<file path="src/rtl/assert_macros.svh">
// ----------------------------------------------------------------------------
// assert_macros.svh
// Shared concurrent assertion macros, clocked on clk, disabled in reset.
// ----------------------------------------------------------------------------
`ifndef ASSERT_MACROS_SVH
`define ASSERT_MACROS_SVH

// same-cycle implication
`define AST_IMP(lbl, ante, cons, msg) \
    lbl: assert property (@(posedge clk) disable iff (!rst_n) (ante) |-> (cons)) \
        else $error(msg);

// next-cycle implication
`define AST_NXT(lbl, ante, cons, msg) \
    lbl: assert property (@(posedge clk) disable iff (!rst_n) (ante) |=> (cons)) \
        else $error(msg);

`endif

</file>
<file path="src/rtl/dvdd_pkg.sv">
// ----------------------------------------------------------------------------
// dvdd_pkg
// Types, constants and calendar tables for the date distance unit.
// ----------------------------------------------------------------------------
package dvdd_pkg;

    localparam int unsigned DAY_W    = 5;
    localparam int unsigned MON_W    = 4;
    localparam int unsigned YEAR_W   = 14;
    localparam int unsigned DOY_W    = 9;
    localparam int unsigned REM_W    = 9;
    localparam int unsigned ACC_W    = 23;
    localparam int unsigned TOTAL_W  = 22;
    localparam int unsigned AYEARS_W = 14;
    localparam int unsigned AMON_W   = 4;
    localparam int unsigned ADAYS_W  = 5;
    localparam int unsigned IN_W     = 48;
    localparam int unsigned OUT_W    = 48;
    localparam int unsigned USER_W   = 2;

    localparam int unsigned MAX_YEAR_DEF = 9999;

    // reciprocal division, exact over the operand ranges used here
    localparam int unsigned Q400_P_W = 22;
    localparam int unsigned Q400_SH  = 16;
    localparam int unsigned Q365_P_W = 44;
    localparam int unsigned Q365_SH  = 30;
    localparam int unsigned Q30_P_W  = 17;
    localparam int unsigned Q30_SH   = 12;

    localparam logic [11:0] RCP_25  = 12'd2622;     // ceil(2^16 / 25)
    localparam logic [21:0] RCP_365 = 22'd2941759;  // ceil(2^30 / 365)
    localparam logic [8:0]  RCP_15  = 9'd274;       // ceil(2^12 / 15)

    localparam logic [TOTAL_W-1:0] DAYS_LIMIT  = {TOTAL_W{1'b1}};
    localparam logic [YEAR_W-1:0]  YEAR_CYCLE  = 14'd400;
    localparam logic [REM_W-1:0]   M400_LAST   = 9'd399;
    localparam logic [ACC_W-1:0]   DAYS_YEAR   = 23'd365;
    localparam logic [TOTAL_W-1:0] YEAR_DAYS_T = 22'd365;
    localparam logic [REM_W-1:0]   YEAR_DAYS_R = 9'd365;
    localparam logic [REM_W-1:0]   MONTH_DAYS  = 9'd30;
    localparam logic [MON_W-1:0]   MON_FEB     = 4'd2;
    localparam logic [MON_W-1:0]   MON_DEC     = 4'd12;

    typedef struct packed {
        logic capture;
        logic save_mod;
        logic check;
        logic yr_step;
        logic finish;
        logic split_yrs;
        logic split_rem;
        logic split_md;
        logic out_load;
    } dp_cmd_t;

    typedef struct packed {
        logic chk_ok;
        logic year_eq;
        logic out_busy;
    } dp_stat_t;

    function automatic logic [DAY_W-1:0] month_len(input logic [MON_W-1:0] m);
        logic [DAY_W-1:0] r;
        unique case (m)
            4'd1, 4'd3, 4'd5, 4'd7, 4'd8, 4'd10, 4'd12: r = 5'd31;
            4'd4, 4'd6, 4'd9, 4'd11:                    r = 5'd30;
            4'd2:                                       r = 5'd28;
            default:                                    r = 5'd0;
        endcase
        return r;
    endfunction

    // days in the months before m, common year
    function automatic logic [DOY_W-1:0] cum_days(input logic [MON_W-1:0] m);
        logic [DOY_W-1:0] r;
        unique case (m)
            4'd1:    r = 9'd0;
            4'd2:    r = 9'd31;
            4'd3:    r = 9'd59;
            4'd4:    r = 9'd90;
            4'd5:    r = 9'd120;
            4'd6:    r = 9'd151;
            4'd7:    r = 9'd181;
            4'd8:    r = 9'd212;
            4'd9:    r = 9'd243;
            4'd10:   r = 9'd273;
            4'd11:   r = 9'd304;
            4'd12:   r = 9'd334;
            default: r = 9'd0;
        endcase
        return r;
    endfunction

    // leap test from year mod 400
    function automatic logic leap400(input logic [REM_W-1:0] r);
        return (r[1:0] == 2'b00) && (r != 9'd100) && (r != 9'd200) && (r != 9'd300);
    endfunction

    // year mod 400 via floor((year / 16) / 25)
    function automatic logic [REM_W-1:0] mod400(input logic [YEAR_W-1:0] y);
        logic [Q400_P_W-1:0] prod;
        logic [YEAR_W-1:0]   q;
        logic [YEAR_W-1:0]   r;
        prod = Q400_P_W'(y[YEAR_W-1:4]) * Q400_P_W'(RCP_25);
        q    = YEAR_W'(prod[Q400_P_W-1:Q400_SH]);
        r    = y - q * YEAR_CYCLE;
        return r[REM_W-1:0];
    endfunction

endpackage

</file>
<file path="src/rtl/dvdd_ctrl.sv">
// ----------------------------------------------------------------------------
// dvdd_ctrl
// Sequencer: year mods, validation, year walk, splitting, result hand-off.
// ----------------------------------------------------------------------------
module dvdd_ctrl
(
    input  logic               clk,
    input  logic               rst_n,
    input  logic               s_axis_tvalid,
    output logic               s_axis_tready,
    input  dvdd_pkg::dp_stat_t stat,
    output dvdd_pkg::dp_cmd_t  cmd
);

    typedef enum logic [7:0] {
        S_IDLE = 8'b0000_0001,
        S_MOD  = 8'b0000_0010,
        S_CHK  = 8'b0000_0100,
        S_YRS  = 8'b0000_1000,
        S_QY   = 8'b0001_0000,
        S_QR   = 8'b0010_0000,
        S_QM   = 8'b0100_0000,
        S_DONE = 8'b1000_0000
    } state_t;

    state_t state_reg;
    state_t state_next;

    assign s_axis_tready = (state_reg == S_IDLE);

    always_comb
    begin
        state_next = state_reg;
        cmd        = '0;
        unique case (state_reg)
            S_IDLE:
            begin
                if (s_axis_tvalid)
                begin
                    cmd.capture = 1'b1;
                    state_next  = S_MOD;
                end
            end
            S_MOD:
            begin
                cmd.save_mod = 1'b1;
                state_next   = S_CHK;
            end
            S_CHK:
            begin
                cmd.check  = 1'b1;
                state_next = stat.chk_ok ? S_YRS : S_DONE;
            end
            S_YRS:
            begin
                if (stat.year_eq)
                begin
                    cmd.finish = 1'b1;
                    state_next = S_QY;
                end
                else
                begin
                    cmd.yr_step = 1'b1;
                end
            end
            S_QY:
            begin
                cmd.split_yrs = 1'b1;
                state_next    = S_QR;
            end
            S_QR:
            begin
                cmd.split_rem = 1'b1;
                state_next    = S_QM;
            end
            S_QM:
            begin
                cmd.split_md = 1'b1;
                state_next   = S_DONE;
            end
            S_DONE:
            begin
                if (!stat.out_busy)
                begin
                    cmd.out_load = 1'b1;
                    state_next   = S_IDLE;
                end
            end
            default:
            begin
                state_next = S_IDLE;
            end
        endcase
    end

    always_ff @(posedge clk or negedge rst_n)
    begin
        if (!rst_n)
        begin
            state_reg <= S_IDLE;
        end
        else
        begin
            state_reg <= state_next;
        end
    end

endmodule

</file>
<file path="src/rtl/dvdd_dp.sv">
// ----------------------------------------------------------------------------
// dvdd_dp
// Datapath: input capture, date checks, year accumulator, reciprocal
// splits by 365 and 30, and the output register.
// ----------------------------------------------------------------------------
`include "assert_macros.svh"

module dvdd_dp
#(
    parameter int unsigned MAX_YEAR = dvdd_pkg::MAX_YEAR_DEF
)
(
    input  logic                         clk,
    input  logic                         rst_n,
    input  logic [dvdd_pkg::IN_W-1:0]    s_axis_tdata,
    output logic                         m_axis_tvalid,
    input  logic                         m_axis_tready,
    output logic [dvdd_pkg::OUT_W-1:0]   m_axis_tdata,
    output logic [dvdd_pkg::USER_W-1:0]  m_axis_tuser,
    input  dvdd_pkg::dp_cmd_t            cmd,
    output dvdd_pkg::dp_stat_t           stat
);

    localparam logic [dvdd_pkg::YEAR_W-1:0] MAX_YEAR_V = dvdd_pkg::YEAR_W'(MAX_YEAR);
    localparam int unsigned OUT_PAD = dvdd_pkg::OUT_W - dvdd_pkg::TOTAL_W
                                      - dvdd_pkg::AYEARS_W - dvdd_pkg::AMON_W
                                      - dvdd_pkg::ADAYS_W;

    logic [dvdd_pkg::DAY_W-1:0]    sd_reg, sd_next, ed_reg, ed_next;
    logic [dvdd_pkg::MON_W-1:0]    sm_reg, sm_next, em_reg, em_next;
    logic [dvdd_pkg::YEAR_W-1:0]   sy_reg, sy_next, ey_reg, ey_next;
    logic [dvdd_pkg::REM_W-1:0]    m400s_reg, m400s_next, m400e_reg, m400e_next;
    logic [dvdd_pkg::REM_W-1:0]    m400c_reg, m400c_next;
    logic [dvdd_pkg::YEAR_W-1:0]   year_reg, year_next;
    logic [dvdd_pkg::ACC_W-1:0]    acc_reg, acc_next;
    logic                          valid_reg, valid_next, order_reg, order_next;
    logic [dvdd_pkg::TOTAL_W-1:0]  total_reg, total_next;
    logic [dvdd_pkg::AYEARS_W-1:0] yrs_reg, yrs_next;
    logic [dvdd_pkg::REM_W-1:0]    rem_reg, rem_next;
    logic [dvdd_pkg::AMON_W-1:0]   mon_reg, mon_next;
    logic [dvdd_pkg::ADAYS_W-1:0]  days_reg, days_next;
    logic                          out_valid_reg, out_valid_next;
    logic [dvdd_pkg::OUT_W-1:0]    out_data_reg, out_data_next;
    logic [dvdd_pkg::USER_W-1:0]   out_user_reg, out_user_next;

    logic                          leap_s, leap_e, leap_c;
    logic [dvdd_pkg::DAY_W-1:0]    lim_s, lim_e;
    logic                          ok_s, ok_e, after;
    logic [dvdd_pkg::DOY_W-1:0]    doy_s, doy_e;
    logic [dvdd_pkg::ACC_W-1:0]    diff;
    logic [dvdd_pkg::Q365_P_W-1:0] q365_prod;
    logic [dvdd_pkg::TOTAL_W-1:0]  rem_wide;
    logic [dvdd_pkg::Q30_P_W-1:0]  q30_prod;
    logic [dvdd_pkg::AMON_W-1:0]   q30;
    logic [dvdd_pkg::REM_W-1:0]    days_wide;

    // date checks and split arithmetic
    always_comb
    begin
        leap_s = dvdd_pkg::leap400(m400s_reg);
        leap_e = dvdd_pkg::leap400(m400e_reg);
        leap_c = dvdd_pkg::leap400(m400c_reg);
        lim_s  = dvdd_pkg::month_len(sm_reg)
                 + dvdd_pkg::DAY_W'((sm_reg == dvdd_pkg::MON_FEB) && leap_s);
        lim_e  = dvdd_pkg::month_len(em_reg)
                 + dvdd_pkg::DAY_W'((em_reg == dvdd_pkg::MON_FEB) && leap_e);
        ok_s   = (sy_reg != '0) && (sy_reg <= MAX_YEAR_V) && (sm_reg != '0)
                 && (sm_reg <= dvdd_pkg::MON_DEC) && (sd_reg != '0) && (sd_reg <= lim_s);
        ok_e   = (ey_reg != '0) && (ey_reg <= MAX_YEAR_V) && (em_reg != '0)
                 && (em_reg <= dvdd_pkg::MON_DEC) && (ed_reg != '0) && (ed_reg <= lim_e);
        after  = {sy_reg, sm_reg, sd_reg} > {ey_reg, em_reg, ed_reg};
        doy_s  = dvdd_pkg::cum_days(sm_reg)
                 + dvdd_pkg::DOY_W'((sm_reg > dvdd_pkg::MON_FEB) && leap_s)
                 + dvdd_pkg::DOY_W'(sd_reg);
        doy_e  = dvdd_pkg::cum_days(em_reg)
                 + dvdd_pkg::DOY_W'((em_reg > dvdd_pkg::MON_FEB) && leap_e)
                 + dvdd_pkg::DOY_W'(ed_reg);
        diff   = acc_reg - dvdd_pkg::ACC_W'(doy_s);

        q365_prod = dvdd_pkg::Q365_P_W'(total_reg) * dvdd_pkg::Q365_P_W'(dvdd_pkg::RCP_365);
        rem_wide  = total_reg - dvdd_pkg::TOTAL_W'(yrs_reg) * dvdd_pkg::YEAR_DAYS_T;
        q30_prod  = dvdd_pkg::Q30_P_W'(rem_reg[dvdd_pkg::REM_W-1:1])
                    * dvdd_pkg::Q30_P_W'(dvdd_pkg::RCP_15);
        q30       = q30_prod[dvdd_pkg::Q30_SH+dvdd_pkg::AMON_W-1:dvdd_pkg::Q30_SH];
        days_wide = rem_reg - dvdd_pkg::REM_W'(q30) * dvdd_pkg::MONTH_DAYS;
    end

    assign stat.chk_ok   = ok_s && ok_e && !after;
    assign stat.year_eq  = (year_reg == ey_reg);
    assign stat.out_busy = out_valid_reg && !m_axis_tready;

    always_comb
    begin
        sd_next        = sd_reg;
        sm_next        = sm_reg;
        sy_next        = sy_reg;
        ed_next        = ed_reg;
        em_next        = em_reg;
        ey_next        = ey_reg;
        m400s_next     = m400s_reg;
        m400e_next     = m400e_reg;
        m400c_next     = m400c_reg;
        year_next      = year_reg;
        acc_next       = acc_reg;
        valid_next     = valid_reg;
        order_next     = order_reg;
        total_next     = total_reg;
        yrs_next       = yrs_reg;
        rem_next       = rem_reg;
        mon_next       = mon_reg;
        days_next      = days_reg;
        out_valid_next = out_valid_reg;
        out_data_next  = out_data_reg;
        out_user_next  = out_user_reg;

        if (cmd.capture)
        begin
            sd_next = s_axis_tdata[4:0];
            sm_next = s_axis_tdata[8:5];
            sy_next = s_axis_tdata[22:9];
            ed_next = s_axis_tdata[27:23];
            em_next = s_axis_tdata[31:28];
            ey_next = s_axis_tdata[45:32];
        end

        if (cmd.save_mod)
        begin
            m400s_next = dvdd_pkg::mod400(sy_reg);
            m400e_next = dvdd_pkg::mod400(ey_reg);
        end

        if (cmd.check)
        begin
            valid_next = ok_s && ok_e;
            order_next = ok_s && ok_e && after;
            acc_next   = dvdd_pkg::ACC_W'(doy_e);
            year_next  = sy_reg;
            m400c_next = m400s_reg;
        end

        if (cmd.yr_step)
        begin
            acc_next   = acc_reg + dvdd_pkg::DAYS_YEAR + dvdd_pkg::ACC_W'(leap_c);
            year_next  = year_reg + 1'b1;
            m400c_next = (m400c_reg == dvdd_pkg::M400_LAST) ? '0 : m400c_reg + 1'b1;
        end

        if (cmd.finish)
        begin
            total_next = (diff > dvdd_pkg::ACC_W'(dvdd_pkg::DAYS_LIMIT))
                         ? dvdd_pkg::DAYS_LIMIT : diff[dvdd_pkg::TOTAL_W-1:0];
        end
        if (cmd.split_yrs)
        begin
            yrs_next = q365_prod[dvdd_pkg::Q365_SH+dvdd_pkg::AYEARS_W-1:dvdd_pkg::Q365_SH];
        end
        if (cmd.split_rem)
        begin
            rem_next = rem_wide[dvdd_pkg::REM_W-1:0];
        end
        if (cmd.split_md)
        begin
            mon_next  = q30;
            days_next = days_wide[dvdd_pkg::ADAYS_W-1:0];
        end

        if (cmd.out_load)
        begin
            out_valid_next = 1'b1;
            out_user_next  = {order_reg, valid_reg};
            out_data_next  = (valid_reg && !order_reg)
                             ? {{OUT_PAD{1'b0}}, days_reg, mon_reg, yrs_reg, total_reg}
                             : '0;
        end
        else if (m_axis_tready)
        begin
            out_valid_next = 1'b0;
        end
    end

    always_ff @(posedge clk or negedge rst_n)
    begin
        if (!rst_n)
        begin
            out_valid_reg <= 1'b0;
        end
        else
        begin
            out_valid_reg <= out_valid_next;
        end
    end

    always_ff @(posedge clk)
    begin
        sd_reg       <= sd_next;
        sm_reg       <= sm_next;
        sy_reg       <= sy_next;
        ed_reg       <= ed_next;
        em_reg       <= em_next;
        ey_reg       <= ey_next;
        m400s_reg    <= m400s_next;
        m400e_reg    <= m400e_next;
        m400c_reg    <= m400c_next;
        year_reg     <= year_next;
        acc_reg      <= acc_next;
        valid_reg    <= valid_next;
        order_reg    <= order_next;
        total_reg    <= total_next;
        yrs_reg      <= yrs_next;
        rem_reg      <= rem_next;
        mon_reg      <= mon_next;
        days_reg     <= days_next;
        out_data_reg <= out_data_next;
        out_user_reg <= out_user_next;
    end

    assign m_axis_tvalid = out_valid_reg;
    assign m_axis_tdata  = out_data_reg;
    assign m_axis_tuser  = out_user_reg;

    `AST_IMP(a_out_no_overrun, cmd.out_load, !(out_valid_reg && !m_axis_tready),
             "result overwritten before taken")
    `AST_IMP(a_year_walk_bound, cmd.yr_step, year_reg != ey_reg, "year walk past end year")
    `AST_IMP(a_rem_range, cmd.split_md, rem_reg < dvdd_pkg::YEAR_DAYS_R,
             "year remainder out of range")
    `AST_NXT(a_out_hold, out_valid_reg && !m_axis_tready,
             out_valid_reg && $stable(out_data_reg) && $stable(out_user_reg),
             "result changed while stalled")

endmodule

</file>
<file path="src/rtl/date_validate_and_day_distance_unit.sv">
// ----------------------------------------------------------------------------
// date_validate_and_day_distance_unit
// Validates two Gregorian dates and counts the days between them.
// ----------------------------------------------------------------------------
// Input stream s_axis: one word holds a start and an end date. It is taken
// only while the unit is idle; one word is worked on at a time.
// Output stream m_axis: one result word per input word, tuser carries the
// validity and order flags; total and split are zero unless both dates are
// valid and in order.
// From acceptance to m_axis_tvalid the sequencer runs year mod 400, check,
// one walk step per year from start year to end year, walk exit, the
// three splits (years by reciprocal, year remainder, months and days by
// reciprocal) and the result load. Rejected or reversed dates skip
// walk and splits. The next word can be taken in the cycle after the
// result load.
// The result sits in an output register: the next input word is accepted
// while it waits; a stalled receiver holds the sequencer in its final step.
// Reset clears the sequencer and the output valid; no clearing pass.
// ----------------------------------------------------------------------------
module date_validate_and_day_distance_unit
#(
    parameter int unsigned MAX_YEAR = dvdd_pkg::MAX_YEAR_DEF
)
(
    input  logic                         clk,
    input  logic                         rst_n,
    input  logic                         s_axis_tvalid,
    output logic                         s_axis_tready,
    // start_day, start_month, start_year, end_day, end_month, end_year
    input  logic [dvdd_pkg::IN_W-1:0]    s_axis_tdata,
    output logic                         m_axis_tvalid,
    input  logic                         m_axis_tready,
    // total_days, approx_years, approx_months, approx_days
    output logic [dvdd_pkg::OUT_W-1:0]   m_axis_tdata,
    // dates_valid, order_error
    output logic [dvdd_pkg::USER_W-1:0]  m_axis_tuser
);

    dvdd_pkg::dp_cmd_t  cmd;
    dvdd_pkg::dp_stat_t stat;

    dvdd_ctrl u_ctrl
    (
        .clk           (clk),
        .rst_n         (rst_n),
        .s_axis_tvalid (s_axis_tvalid),
        .s_axis_tready (s_axis_tready),
        .stat          (stat),
        .cmd           (cmd)
    );

    dvdd_dp
    #(
        .MAX_YEAR (MAX_YEAR)
    )
    u_dp
    (
        .clk           (clk),
        .rst_n         (rst_n),
        .s_axis_tdata  (s_axis_tdata),
        .m_axis_tvalid (m_axis_tvalid),
        .m_axis_tready (m_axis_tready),
        .m_axis_tdata  (m_axis_tdata),
        .m_axis_tuser  (m_axis_tuser),
        .cmd           (cmd),
        .stat          (stat)
    );

endmodule

</file>
<file path="config.mk">
export PLATFORM = sky130hd
export DESIGN_NAME = date_validate_and_day_distance_unit
export DESIGN_NICKNAME = d
export VERILOG_FILES = /design/src/rtl/dvdd_pkg.sv /design/src/rtl/dvdd_ctrl.sv /design/src/rtl/dvdd_dp.sv /design/src/rtl/date_validate_and_day_distance_unit.sv
export VERILOG_INCLUDE_DIRS = /design/src /design/src/rtl
export SDC_FILE = /design/constraint.sdc
export NUM_CORES = 1
export LEC_CHECK = 0
export BUFFER_PORTS_ARGS = -buffer_cell sky130_fd_sc_hd__buf_4
export CAP_MARGIN = 5
export CORE_MARGIN = 1
export CORE_UTILIZATION = 39
export DETAILED_ROUTE_END_ITERATION = 10
export PLACE_DENSITY = 0.64
export SYNTH_ARGS = -nofsm -noshare
export SYNTH_HDL_FRONTEND = slang
export SYNTH_HIERARCHICAL = 1
export SYNTH_SLANG_ARGS = --single-unit
</file>
<file path="constraint.sdc">
create_clock -name clk -period 6.5 [get_ports clk]
set_input_delay 0 -clock clk [delete_from_list [all_inputs] [get_ports clk]]
set_output_delay 0 -clock clk [all_outputs]
set_load 0.005 [all_outputs]
</file>
==> results of run 1 <==
[Yosys cell counts (6+ instances only)]
cell type  number  area (sq um)
o22ai_1         8          50.1
or2_2           9          56.3
dfxtp_1        24           480
ha_1          507          6340
dfrtp_1         8           200
clkbuf_1       24          90.1
or3_1          13          81.3
nor4_1         12          75.1
and3_1          9          56.3
and4b_1         9          90.1
o21a_1         19           143
inv_1         511          1920
fa_1          269          5390
a211oi_1       10          75.1
nor2b_1        19           119
edfxtp_1      213          6400
nand4_1        21           131
nor3_1         26           130
and2_1         62           388
nor2_1         86           323
a21o_1         43           323
mux2i_1         7          70.1
o211ai_1        6          45.0
nand3_1        43           215
a21oi_1        83           415
nand2_1        92           345
o31a_1          6          52.6
xor2_1         41           359
nand2b_1       14          87.6
a31oi_1         6          37.5
o21ai_0        67           335
xnor2_1       108           946
[power by group]
part           leakage, nW  internal, mW  switching, mW
Clock                0.477         0.901          0.710
Combinational         11.9          3.62           4.19
Sequential            2.25          2.25          0.221
[per-stage QoR]
stage | setup slack [ps] | power, mW | hold WS (ps)
after global placement | 21.3 | 9.50 | -168
after global routing | -185 | 13.2 | 92.9
final | 38.3 | 11.9 | 104
after detailed placement | -119 | 9.84 | -166
after CTS | -32.4 | 11.6 | 73.8
after floorplan | 12.3 | 8.16 | -296
[critical path: stages, from the launching register on]
cell      delay (ps)
edfxtp_1         430
fa_2             640
fa_1             430
fa_1             530
fa_1             540
inv_2             40
fa_1             470
inv_1             40
ha_1             270
nand3_2          110
nor4_2            50
a211o_1          360
a41o_1           260
o21a_1           210
o21a_1           230
o21a_1           210
nor2_1           110
ha_2             280
inv_1             60
ha_1             250
a21oi_2          150
xnor2_1          140
xnor2_1          160
xnor2_1          110
xnor2_1          140
[cells by family (layout without fill, tap and decap cells)]
kind of cell	after synthesis	count (layout)	synth area share
fa+ha+maj	776	776	0.443
simple gates	437	437	0.0866
compound gates	290	290	0.0693
other cells	1	4	0.000142
buf+inv	541	819	0.0777
flops	246	246	0.268
mux	12	12	0.00477
xor+xnor	150	150	0.0499
[layer usage]
layer	vias to the layer above	track usage
li1	8678	-
met5	-	0
met4	0	0.0413
met1	8837	0.230
met2	389	0.316
met3	98	0.0216
[layout make-up]
type	count	area (sq um)
tap	873	1090
clock inverter	17	129
timing repair buffer	252	2100
antenna	1	2.50
sequential	246	7100
fill	6083	36300
multi-input combinational	1668	17700
clock buffer	39	825
inverter	511	1920
[path summary, 6_finish.rpt]
| path | from | to | slack, ps | depth (start not counted) |
|---|---|---|---|---|
| max | u_dp/ey_reg[12]$_DFFE_PP_ | u_dp/m400e_reg[8]$_DFFE_PP_ | 40 | 24 |
| min | s_axis_tdata[10] | u_dp/sy_reg[1]$_DFFE_PP_ | 100 | 2 |
| max reg2reg | u_dp/ey_reg[12]$_DFFE_PP_ | u_dp/m400e_reg[8]$_DFFE_PP_ | 40 | 24 |
| min reg2reg | u_dp/rem_reg[0]$_DFFE_PP_ | u_dp/days_reg[0]$_DFFE_PP_ | 470 | 0 |
| max in group asynchronous | rst_n | u_ctrl/state_reg[0]$_DFFE_PN1P_ | 5740 | 3 |
| min in group asynchronous | rst_n | u_ctrl/state_reg[4]$_DFFE_PN0P_ | 430 | 3 |
[what timing repair did]
action	4_1_cts	5_1_grt
pin swaps	5	75
hold endpoints to repair	76	0
setup endpoints to repair	6	13
resized for setup	7	66
buffers inserted	1	30
hold buffers	50	0
==> Implementation_results.wiki, run 1 <==
{| class="wikitable"
! Metric !! Value
|-
| Total number of yosys warnings || 6
|-
| Commonest non-fill, non-tap cell in the layout || inv_1
|-
| Met3 wirelength from detailed routing || about 2600 um
|-
| Syn-to-layout area delta || 16.5%
|-
| Count of flip-flops with a built-in enable after synthesis || between 200 and 250
|-
| Number of port buffers || a little under 100
|-
| Hold violation count in the final report || 0
|-
| Die Span X || between 200 and 300 um
|-
| Max Transition Viols Final || 0
|-
| Post-route antenna net violation count || 0
|-
| Startpoint kind of the worst setup timing path || flip-flop
|-
| Static leakage power || 14.6 nW
|-
| Number of buffers inserted during clock tree synthesis || 30
|-
| Final Net Count || between 3000 and 4000
|-
| Number of antenna violations at the first check in global routing || 1
|-
| HPWL reported at the end of detailed placement || slightly above 50000 um
|-
| Post-placement cell area || ~29000 sq um
|-
| Endpoint kind of the worst setup timing path || flip-flop
|-
| Core region area || 67200 sq um
|-
| Clock latency on the worst-skew pair || 610 ps
|-
| Commonest cells after routing, fill and taps aside || inv_1 (505), ha_1 (495), fa_1 (257)
|-
| Starting DRT DRC Count || roughly 1000
|-
| Share of the core filled with cells in the final layout || 0.459
|-
| Clock root cell || clkbuf_16
|-
| Ratio of cells with drive above 1 in the final layout || 0.126
|-
| DRT Wirelength || 60900 um
|-
| Number of vias in the routed layout || 18002
|-
| Worst hold path class || input pin to flip-flop
|-
| Register bit total from synthesis || approximately 250
|-
| Die H || about 260 um
|-
| Crit path DAT || ~7000 ps
|-
| FMAX || between 0.15 and 0.2 GHz
|-
| Relative max-transition margin || 0.203
|-
| Average footprint of a synthesized cell || between 10 and 15 sq um
|-
| All-layer global routing usage || 0.178
|-
| Met1 layer wirelength in the final routing || around 27000 um
|-
| Global route overflow || 0
|-
| Startpoint-to-endpoint class of the critical path || flip-flop to flip-flop
|-
| Final cycle utilization of the critical path || 0.994
|-
| CTS tree || built
|-
| Average wire length per cell after detail routing || about 17 um
|-
| Unrepaired setup endpoints after global routing || true
|-
| Count of clock tree sinks || ~250
|-
| Cell count after placement || ~3500
|-
| Drt via density || ~5.0
|-
| Cell Pwr Density || roughly 390 nW/um^2
|-
| Slew at the pin closest to its max-slew limit || between 1000 and 1500 ps
|-
| Synthesized netlist cell count || between 2000 and 2500
|-
| Worst-path clk slew || roughly 60 ps
|-
| Data required, critical path || between 6000 and 7000 ps
|-
| Final TNS setup || 0 ps
|-
| Final count of negative-setup-slack endpoints || 0
|-
| TritonRoute pass-1 iters || 5
|-
| Crit Path Max Fanout || 3
|-
| Number of H-tree levels || 1
|-
| Share of async-settable or async-resettable flops after synthesis || 0.0366
|-
| Unique cell type count in the Yosys netlist || slightly above 70
|-
| Part of the Yosys area used for sequential elements || 0.268
|-
| Peak supply drop || between 0.0008 and 0.0009 V
|-
| Initial Util || 0.394
|-
| Max Clock Skew || about 25 ps
|-
| Final cell area excluding filler cells || 30800 sq um
|-
| Number of global-route vias before repair || roughly 19000
|-
| Status || completed
|-
| Number of buffers on the longest clock path || 3
|-
| Highest metal layer with signal wires || met4
|-
| Overall die area || between 60000 and 70000 sq um
|-
| Detail Route met2 WL || between 30000 and 40000 um
|-
| Global-route wire length before repair || 98700 um
|-
| MaxCap Viol Count || 0
|-
| Boundary Pins || about 100
|-
| Remaining routing DRC violations || 0
|-
| Final RePlAce weighted congestion || roughly 0.95
|-
| Cell Area, Synth || between 20000 and 30000 sq um
|-
| Pin count of the biggest net entering global routing || 70
|-
| Total number of placement rows || 95
|-
| Minimum clock period || 6460 ps
|-
| Flip-flop count of the largest register after layout || 45
|-
| Post-Layout Cell Count || around 3600
|-
| Top_reg_cell synth || edfxtp_1
|}
Power figures use the tool's default switching activity.
==> run 2, diff against run 1 <==
--- a/config.mk
+++ b/config.mk
@@ -11,7 +11,7 @@
 export CORE_MARGIN = 1
 export CORE_UTILIZATION = 39
 export DETAILED_ROUTE_END_ITERATION = 10
-export PLACE_DENSITY = 0.64
+export PLACE_DENSITY = 0.62
 export SYNTH_ARGS = -nofsm -noshare
 export SYNTH_HDL_FRONTEND = slang
 export SYNTH_HIERARCHICAL = 1
==> constraint.sdc (replaced) <==
create_clock -name clk -period 8.35 [get_ports clk]
set_input_delay 0 -clock clk [delete_from_list [all_inputs] [get_ports clk]]
set_output_delay 0 -clock clk [all_outputs]
set_load 0.005 [all_outputs]
==> run 2 against run 1 <==
Effect of this change:
- maximum frequency decreased by 11%
- sequential power down 20%
- cell count down 2.6%
- flip-flop and latch count unchanged
- first-iteration DRC count fell by 14%
- register-to-register slack improved by 1000 ps
- global-route usage down 0.36 points
- clock skew rose by 27 ps
- non-clock buffer count shrank 94
- critical endpoint is now u_dp/yrs_reg[12]$_DFFE_PP_
- largest cell class unchanged
==> Implementation_results.wiki, run 2 (synthesis results as in run 1) <==
{| class="wikitable"
! Metric !! Value
|-
| CP Launch Point || u_dp/total_reg[19]$_SDFFCE_PN1P_ (was u_dp/ey_reg[12]$_DFFE_PP_)
|-
| Number of H-tree levels || 1 (unchanged)
|-
| Initial Util || 0.394 (unchanged)
|-
| Boundary Pins || 104 (unchanged)
|-
| Total number of placement rows || 95 (unchanged)
|-
| FF-to-FF setup slack || 1080 ps (was 40 ps)
|-
| Die H || 263 um (unchanged)
|-
| Static leakage power || 14.2 nW (was 14.6 nW)
|-
| Commonest non-fill, non-tap cell in the layout || inv_1 (unchanged)
|-
| Worst setup path endpoint || u_dp/yrs_reg[12]$_DFFE_PP_ (was u_dp/m400e_reg[8]$_DFFE_PP_)
|-
| Final count of negative-setup-slack endpoints || 0 (unchanged)
|-
| Cells on worst reg2reg path || 21 (was 24)
|-
| Number of antenna violations at the first check in global routing || 0 (was 1)
|-
| Core region area || 67200 sq um (unchanged)
|-
| Worst hold path class || input pin to flip-flop (unchanged)
|-
| Cell Pwr Density || 301 nW/um^2 (was 386 nW/um^2)
|-
| Ratio of cells with drive above 1 in the final layout || 0.0716 (was 0.126)
|-
| Final RePlAce weighted congestion || 0.916 (was 0.952)
|-
| Die Span X || 263 um (unchanged)
|-
| Clock root cell || clkbuf_16 (unchanged)
|-
| Number of buffers on the longest clock path || 3 (unchanged)
|-
| Count of hold-fix buffers inserted at cts || 50 (unchanged)
|-
| CTS tree || built (unchanged)
|-
| Remaining routing DRC violations || 0 (unchanged)
|-
| Endpoint kind of the worst setup timing path || flip-flop (unchanged)
|-
| Pre-CTS setup slack || 1150 ps (was -119 ps)
|-
| Number of setup buffers added after CTS || 0 (was 1)
|-
| Average wire length per cell after detail routing || 16.6 um (was 16.9 um)
|-
| Number of global-route vias before repair || 18715 (was 19106)
|-
| Crit Path Max Fanout || 12 (was 3)
|-
| Final Net Count || 3443 (was 3537)
|-
| Number of buffers inserted during clock tree synthesis || 30 (unchanged)
|-
| All-layer global routing usage || 0.174 (was 0.178)
|-
| Detail Route met2 WL || 29100 um (was 30100 um)
|-
| Overall die area || 68900 sq um (unchanged)
|-
| MaxCap Viol Count || 0 (unchanged)
|-
| Minimum clock period || 7270 ps (was 6460 ps)
|-
| Clock latency on the worst-skew pair || 620 ps (was 610 ps)
|-
| Starting DRT DRC Count || 892 (was 1040)
|-
| DRT Wirelength || 58400 um (was 60900 um)
|-
| Max Transition Viols Final || 0 (unchanged)
|-
| Final TNS setup || 0 ps (unchanged)
|-
| Peak supply drop || 0.000681 V (was 0.000847 V)
|-
| FMAX || 0.138 GHz (was 0.155 GHz)
|-
| TritonRoute pass-1 iters || 5 (unchanged)
|-
| HPWL reported at the end of detailed placement || 47900 um (was 50400 um)
|-
| Count of clock tree sinks || 246 (unchanged)
|-
| Drt via density || 5.00 (was 4.99)
|-
| Startpoint-to-endpoint class of the critical path || flip-flop to flip-flop (unchanged)
|-
| Max Clock Skew || 52.0 ps (was 25.3 ps)
|-
| Post-route antenna net violation count || 0 (unchanged)
|-
| Diodes inserted || 0 (was 1)
|-
| Filler Cells Inserted || 6207 (was 6083)
|-
| Worst-path clk slew || 60 ps (about the same)
|-
| Worst reg2reg endpoint || u_dp/yrs_reg[12]$_DFFE_PP_ (was u_dp/m400e_reg[8]$_DFFE_PP_)
|-
| Unrepaired setup endpoints after global routing || false (was true)
|-
| Number of port buffers || 98 (unchanged)
|-
| Relative max-transition margin || 0.185 (was 0.203)
|-
| Pin count of the biggest net entering global routing || 70 (unchanged)
|-
| Syn-to-layout area delta || 12.7% (was 16.5%)
|-
| Status || completed (unchanged)
|-
| Flip-flop count of the largest register after layout || 45 (unchanged)
|-
| Hold violation count in the final report || 0 (unchanged)
|-
| Commonest cells after routing, fill and taps aside || inv_1 (511), ha_1 (507), fa_1 (269) (was inv_1 (505), ha_1 (495), fa_1 (257))
|-
| Highest metal layer with signal wires || met4 (unchanged)
|-
| Final worst-path setup slack || 1080 ps (was 38.3 ps)
|-
| Final cycle utilization of the critical path || 0.871 (was 0.994)
|-
| Met3 wirelength from detailed routing || 1800 um (was 2600 um)
|-
| Number of vias in the routed layout || 17557 (was 18002)
|-
| Post-cts sizing count || 0 (was 7)
|-
| Met1 layer wirelength in the final routing || 26100 um (was 26700 um)
|-
| Startpoint kind of the worst setup timing path || flip-flop (unchanged)
|-
| Global route overflow || 0 (unchanged)
|-
| Data required, critical path || 8680 ps (was 6860 ps)
|-
| Slew at the pin closest to its max-slew limit || 1220 ps (was 1200 ps)
|-
| Launch point of the worst reg-to-reg path || u_dp/total_reg[19]$_SDFFCE_PN1P_ (was u_dp/ey_reg[12]$_DFFE_PP_)
|-
| Global-route wire length before repair || 96500 um (was 98700 um)
|-
| Crit path DAT || 7600 ps (was 6820 ps)
|}
## run 2: area by class of cell
class | count | area [sq um] | area share
multi-input combinational | 1668 | 17300 | 0.582
clock buffer | 39 | 858 | 0.0288
inverter | 511 | 1920 | 0.0643
sequential | 246 | 7100 | 0.238
tap | 873 | 1090 | 0.0366
clock inverter | 17 | 195 | 0.00655
timing repair buffer | 158 | 1310 | 0.0439
## run 2: worst min path at each step
stage / slack [ps] / from / cells after the start / to
4_1_cts: 60 / s_axis_tdata[35] / 2 / u_dp/ey_reg[3]$_DFFE_PP_
2_1_floorplan: -300 / rst_n / 0 / u_ctrl/state_reg[1]$_DFFE_PN0P_
3_3_place_gp: -170 / rst_n / 1 / u_ctrl/state_reg[1]$_DFFE_PN0P_
3_5_place_dp: -170 / rst_n / 1 / u_ctrl/state_reg[1]$_DFFE_PN0P_
5_1_grt: 80 / s_axis_tdata[20] / 2 / u_dp/sy_reg[11]$_DFFE_PP_
6_report: 90 / s_axis_tdata[42] / 2 / u_dp/ey_reg[10]$_DFFE_PP_
## run 2: where the power goes
group          switching (mW)  internal [mW]
Clock                   0.565          0.798
Sequential              0.214           1.75
Combinational            3.04           2.61
Total                    3.82           5.17
## run 2: stage by stage
stage	hold slack, ps	utilization	total power [mW]	area (sq um)	instances
after floorplan	-296	-	6.36	26500	2455
after global placement	-169	0.421	7.36	28300	3405
after detailed placement	-168	0.421	7.66	28300	3405
after CTS	60.2	0.444	9.09	29800	3511
after global routing	82.3	0.444	10.0	29800	3512
final	93.5	0.444	8.99	29800	3512
## run 2: worst max-delay path, cell delays in order, from the launching register on
cell and delay (ps):
edfxtp_1 730, fa_1 690, inv_1 70, fa_1 500
inv_1 60, fa_1 490, inv_1 60, fa_1 500
inv_1 50, fa_1 480, fa_1 530, fa_1 510
ha_1 360, nand4_1 170, a21oi_1 60, o21ai_0 190
nand4_1 110, a31oi_1 470, o21ai_0 350, a211oi_1 400
o21bai_1 120, xor2_1 150
## run 2: layer usage
layer / track usage / vias up
met5: 0 / -
met4: 0.0420 / 0
met3: 0.0198 / 75
met2: 0.309 / 297
met1: 0.226 / 8674
li1: - / 8511
